===== src/hdl/gpg_pkg.sv =====
`timescale 1ns / 1ps
`default_nettype none

package gpg_pkg;

  // grid geometry and sample width
  localparam int MAX_ROWS  = 1024;
  localparam int MAX_COLS  = 1024;
  localparam int POT_W     = 24;
  localparam int MIN_ROWS  = 3;
  localparam int MIN_COLS  = 2;

  localparam int ROW_W     = $clog2(MAX_ROWS);
  localparam int COL_W     = $clog2(MAX_COLS);

  // result fields
  localparam int IDX_W     = 10;
  localparam int FLD_W     = 32;

  // configuration port
  localparam int CFG_DIM_W  = 11;
  localparam int INV_W      = 16;
  localparam int CFG_DATA_W = 16;
  localparam int CFG_IDX_W  = 2;

  localparam logic [CFG_IDX_W-1:0] CFG_NUM_COLUMNS = 2'd0;
  localparam logic [CFG_IDX_W-1:0] CFG_NUM_ROWS    = 2'd1;
  localparam logic [CFG_IDX_W-1:0] CFG_INV_SPACING = 2'd2;

  localparam logic [INV_W-1:0] INV_SPACING_RST = 16'd256;

  // arithmetic widths: difference, product, fractional bits of the spacing
  localparam int FRAC_W   = 8;
  localparam int DIFF_W   = POT_W + 1;
  localparam int PROD_MIN = DIFF_W + INV_W + 1;
  localparam int PROD_W   = (PROD_MIN > FLD_W + FRAC_W + 1) ? PROD_MIN : FLD_W + FRAC_W + 1;
  localparam int QUO_W    = PROD_W - FRAC_W;

  // command queue between front and back
  localparam int Q_DEPTH  = 4;
  localparam int QPTR_W   = $clog2(Q_DEPTH);
  localparam int QCNT_W   = $clog2(Q_DEPTH + 1);

  typedef struct packed {
    logic signed [POT_W-1:0] drift_potential;
    logic signed [POT_W-1:0] weight_potential;
  } gpg_in_t;

  typedef struct packed {
    logic        [IDX_W-1:0] col_index;
    logic        [IDX_W-1:0] row_index;
    logic signed [FLD_W-1:0] drift_field_x;
    logic signed [FLD_W-1:0] drift_field_y;
    logic signed [FLD_W-1:0] weight_field_x;
    logic signed [FLD_W-1:0] weight_field_y;
    logic                    last_of_run;
  } gpg_out_t;

  // what the back does with a command
  typedef enum logic [1:0] {
    KIND_MID  = 2'd0,  // compute and emit this row
    KIND_ROW1 = 2'd1,  // compute, emit row 1, then a copy for row 0
    KIND_LAST = 2'd2   // emit the held field for the last row
  } gpg_kind_t;

  typedef struct packed {
    gpg_kind_t               kind;
    logic        [COL_W-1:0] col;
    logic        [ROW_W-1:0] row;
    logic signed [POT_W-1:0] cur_drift;
    logic signed [POT_W-1:0] cur_weight;
    logic signed [POT_W-1:0] row_drift;
    logic signed [POT_W-1:0] row_weight;
    logic signed [POT_W-1:0] col_drift;
    logic signed [POT_W-1:0] col_weight;
  } gpg_cmd_t;

  typedef struct packed {
    logic [CFG_DIM_W-1:0] num_columns;
    logic [CFG_DIM_W-1:0] num_rows;
    logic [INV_W-1:0]     inv_spacing;
  } gpg_cfg_t;

endpackage

`default_nettype wire


===== src/hdl/gpg_queue.sv =====
`timescale 1ns / 1ps
`default_nettype none

module gpg_queue (
  input  wire logic                       clk,
  input  wire logic                       rst_n,
  input  wire logic                       push_valid,
  input  wire gpg_pkg::gpg_cmd_t          push_cmd,
  output logic                            pop_valid,
  input  wire logic                       pop,
  output gpg_pkg::gpg_cmd_t               pop_cmd,
  output logic [gpg_pkg::QCNT_W-1:0]      count
);
  import gpg_pkg::*;

  gpg_cmd_t            slot_r [Q_DEPTH];
  logic [QPTR_W-1:0]   wr_ptr_r, rd_ptr_r;
  logic [QCNT_W-1:0]   count_r;
  logic                do_pop;

  assign do_pop    = pop && (count_r != '0);
  assign pop_valid = (count_r != '0);
  assign pop_cmd   = slot_r[rd_ptr_r];
  assign count     = count_r;

  always_ff @(posedge clk) begin
    if (!rst_n) begin
      wr_ptr_r <= '0;
      rd_ptr_r <= '0;
      count_r  <= '0;
    end else begin
      if (push_valid) begin
        wr_ptr_r <= (wr_ptr_r == QPTR_W'(Q_DEPTH - 1)) ? '0 : wr_ptr_r + QPTR_W'(1);
      end
      if (do_pop) begin
        rd_ptr_r <= (rd_ptr_r == QPTR_W'(Q_DEPTH - 1)) ? '0 : rd_ptr_r + QPTR_W'(1);
      end
      if (push_valid && !do_pop) begin
        count_r <= count_r + QCNT_W'(1);
      end else if (!push_valid && do_pop) begin
        count_r <= count_r - QCNT_W'(1);
      end
    end
  end

  always_ff @(posedge clk) begin
    if (push_valid) begin
      slot_r[wr_ptr_r] <= push_cmd;
    end
  end

endmodule

`default_nettype wire


===== config.mk =====
export PLATFORM = sky130hd
export DESIGN_NAME = gpg_queue
export DESIGN_NICKNAME = d
export VERILOG_FILES = /design/src/hdl/gpg_pkg.sv /design/src/hdl/gpg_queue.sv
export SDC_FILE = /design/constraint.sdc
export NUM_CORES = 1
export LEC_CHECK = 0
export BUFFER_PORTS_ARGS = -buffer_cell sky130_fd_sc_hd__buf_2
export CORE_MARGIN = 2
export CORE_UTILIZATION = 57
export CTS_CLUSTER_SIZE = 8
export DETAILED_ROUTE_END_ITERATION = 16
export PLACE_DENSITY = 0.79
export SLEW_MARGIN = 10
export SYNTH_ARGS = -nofsm -noshare
export SYNTH_HDL_FRONTEND = slang
export SYNTH_SLANG_ARGS = --single-unit

===== constraint.sdc =====
create_clock -name clk -period 6.28 [get_ports clk]
set_input_delay 0.942 -clock clk [delete_from_list [all_inputs] [get_ports clk]]
set_output_delay 0.942 -clock clk [all_outputs]
set_load 0.01 [all_outputs]

==> results.json <==
{
  "synthArstFlopShare_pct": 0,
  "maxCapViolCount": 0,
  "grt_pass1_vias": 11900,
  "cp-start-kind": "flop",
  "portBuffers": 339,
  "setup_viol": 0,
  "cts_tree": "yes",
  "dr.pass1.iters": 5,
  "finalPower_mw": 11.8,
  "ir_drop_uv": 351,
  "dr.first_iter.drc_count": 938,
  "post_cts_resized": 0,
  "gp_congestion": 0.720,
  "grt_pass1_wl_mm": 72.3,
  "rsz0062_at_grt": "no",
  "viasPerCell": 5.87,
  "io_pins": 340,
  "wl_per_cell_um": 25.4,
  "post_cts_buffers": 0,
  "drive_above_1_share_pct": 45.6,
  "dpl.hpwl_mm": 26.7,
  "fin_crit_sh_pct": 61.9,
  "r2r-start": "count[1]$_SDFFE_PN0P_",
  "min_path_type": "primary input to flop",
  "routed_wl_mm": 48.6,
  "hold_buffers": 0,
  "hold_violations": 0,
  "finClkSkew_ns": 0.0260,
  "path_clk_slew_ns": 0.05,
  "fin_ws_ns": 2.39,
  "synth_enable_flop_cells": 664,
  "grt_max_degree": 100,
  "worstPathMaxFanout": 99,
  "syn_inst": 912,
  "area_delta_synth_final_pct": 19.9,
  "ys_seq_area_share_pct": 82.4,
  "clkSinkCount": 673,
  "yosys_warnings": 0,
  "clk_latency_ns": 0.61,
  "fin_area_um2": 29300,
  "status": "finished clean",
  "cts_buffer_depth": 3,
  "fin_setup_tns_ns": 0,
  "die_w_um": 211,
  "syn_nets": 1089,
  "tightest_slew_ns": 1.02,
  "period_minus_slack_ns": 3.89,
  "ys_seq_elements": 673,
  "finalMaxSlewViolations": 0,
  "synth_most_common_cell": "edfxtp_1",
  "fp-row-count": 75,
  "nets": 1499,
  "cts_inserted_buffers": 94,
  "netlist.area_leader.share_pct": 81.6,
  "grt-ovfl-total": 0,
  "fmax_ghz": 0.257,
  "critical_path_class": "flop to output port",
  "synth.top_cells.by_count": "664 x edfxtp_1, 166 x mux4_2, 16 x buf_6, 15 x buf_2, 9 x dfxtp_1",
  "h-tree-depth": 3,
  "cp_data_arrival_time_ns": 2.94,
  "worstPathRequired_ns": 5.34,
  "synth_top_flop_cell": "edfxtp_1",
  "vias": 11200,
  "pre_cts_slack_ns": 3.03,
  "synthTopCellsByArea": "edfxtp_1 82%, mux4_2 15%, dfxtp_1 0.74%",
  "grt_use_total_pct": 22.3,
  "slowest_stage": "dfxtp_4",
  "yosys.area.top_type": "edfxtp_1",
  "coreArea_um2": 42100,
  "leakagePower_nw": 9.84,
  "syn_area_per_cell_um2": 26.8,
  "cts_root_buffer": "clkbuf_16",
  "synthesis.area_um2": 24400,
  "drc": 0,
  "placed_area_um2": 26700,
  "hold_path_startpoint": "push_cmd[6]",
  "die_y_um": 211,
  "postRouteAntennaNets": 0,
  "synth_cell_type_count": 24,
  "antenna_found_initial": 13,
  "crit_path_max_incr_delay_ns": 1.00,
  "crit_chain": "buf_12 > mux4_2 > buf_2",
  "start_util_pct": 58.0,
  "die-area_um2": 44500,
  "p_per_area_nw_per_um2": 404,
  "relSlewSlack_pct": 31.9,
  "end_kind": "output port"
}
[registers in the layout (all words and copies together) (netlist names), named ones only]
register and cells:
slot_r 664, count 3, rd_ptr_r 2, wr_ptr_r 2
[stage by stage]
| stage | util [%] | instances | hold slack (ns) |
|---|---|---|---|
| after global placement | 63.3 | 1765 | 0.497 |
| final | 69.5 | 1912 | 0.548 |
| after detailed placement | 63.3 | 1765 | 0.529 |
| after global routing | 69.5 | 1909 | 0.508 |
| after CTS | 69.4 | 1904 | 0.505 |
| after floorplan | - | 912 | 0.478 |
[cell type report]
cell class              instances  area [µm²]
flip-flops and latches        673       20100
fillers                      2474       12900
multi-input cells             199        4010
clock buffers                 134        2520
repair buffers                351        1860
well taps                     539         674
clock inverters                 5        53.8
diodes                          8        20.0
inverters                       3        11.3
[cells by family (layout without fill, tap and decap cells)]
kind of cell / Yosys count / in the layout / synth area share, %
other: 0 / 8 / 0
buffers and inverters: 40 / 493 / 1.26
adders and majority gates: 7 / 7 / 0.389
and+or+nand+nor: 16 / 16 / 0.359
DFF: 673 / 673 / 82.4
muxes: 169 / 169 / 15.4
xor gates and xnor gates: 2 / 2 / 0.0717
AOI/OAI and AO/OA: 5 / 5 / 0.123
[path summary, 6_finish.rpt]
path | to | slack [ns] | cells past startpoint
max reg2reg | count[2]$_SDFFE_PN0P_ | 3.67 | 7
min reg2reg | flop | 0.58 | 2
min | slot_r[3][6]$_DFFE_PP_ | 0.55 | 1
max | pop_cmd[8] | 2.39 | 3
[critical path, delay by kind of cell, from the launching register on]
kind / cells / cell delay, ns
DFF: 1 / 1.00
buffers and inverters: 2 / 0.63
muxes: 1 / 0.45
[layout by cell type, fill, tap and decap left out, types with 4 or more instances in the layout]
master,count
buf_12,6
diode_2,8
and2_4,4
buf_4,6
edfxtp_1,664
clkbuf_1,39
clkbuf_16,95
buf_2,339
ha_1,6
mux4_2,166
dfxtp_1,7
[metal layers]
layer  GRT usage (%)  up-vias  wire, µm
met1            28.7     5897     18400
met2            36.4      444     25400
met4            7.82       10       996
met5               0        -        72
li1                -     4784         -
met3            6.90       87      3820
[where the power goes]
part | switching (mW) | leakage, nW | internal, mW | total, mW
clock network | 1.70 | 1.24 | 2.73 | 4.43
logic | 1.05 | 2.43 | 1.02 | 2.08
registers | 0.131 | 6.17 | 5.18 | 5.31
total | 2.88 | 9.84 | 8.94 | 11.8
No activity file was read; power rests on OpenSTA's default activity.
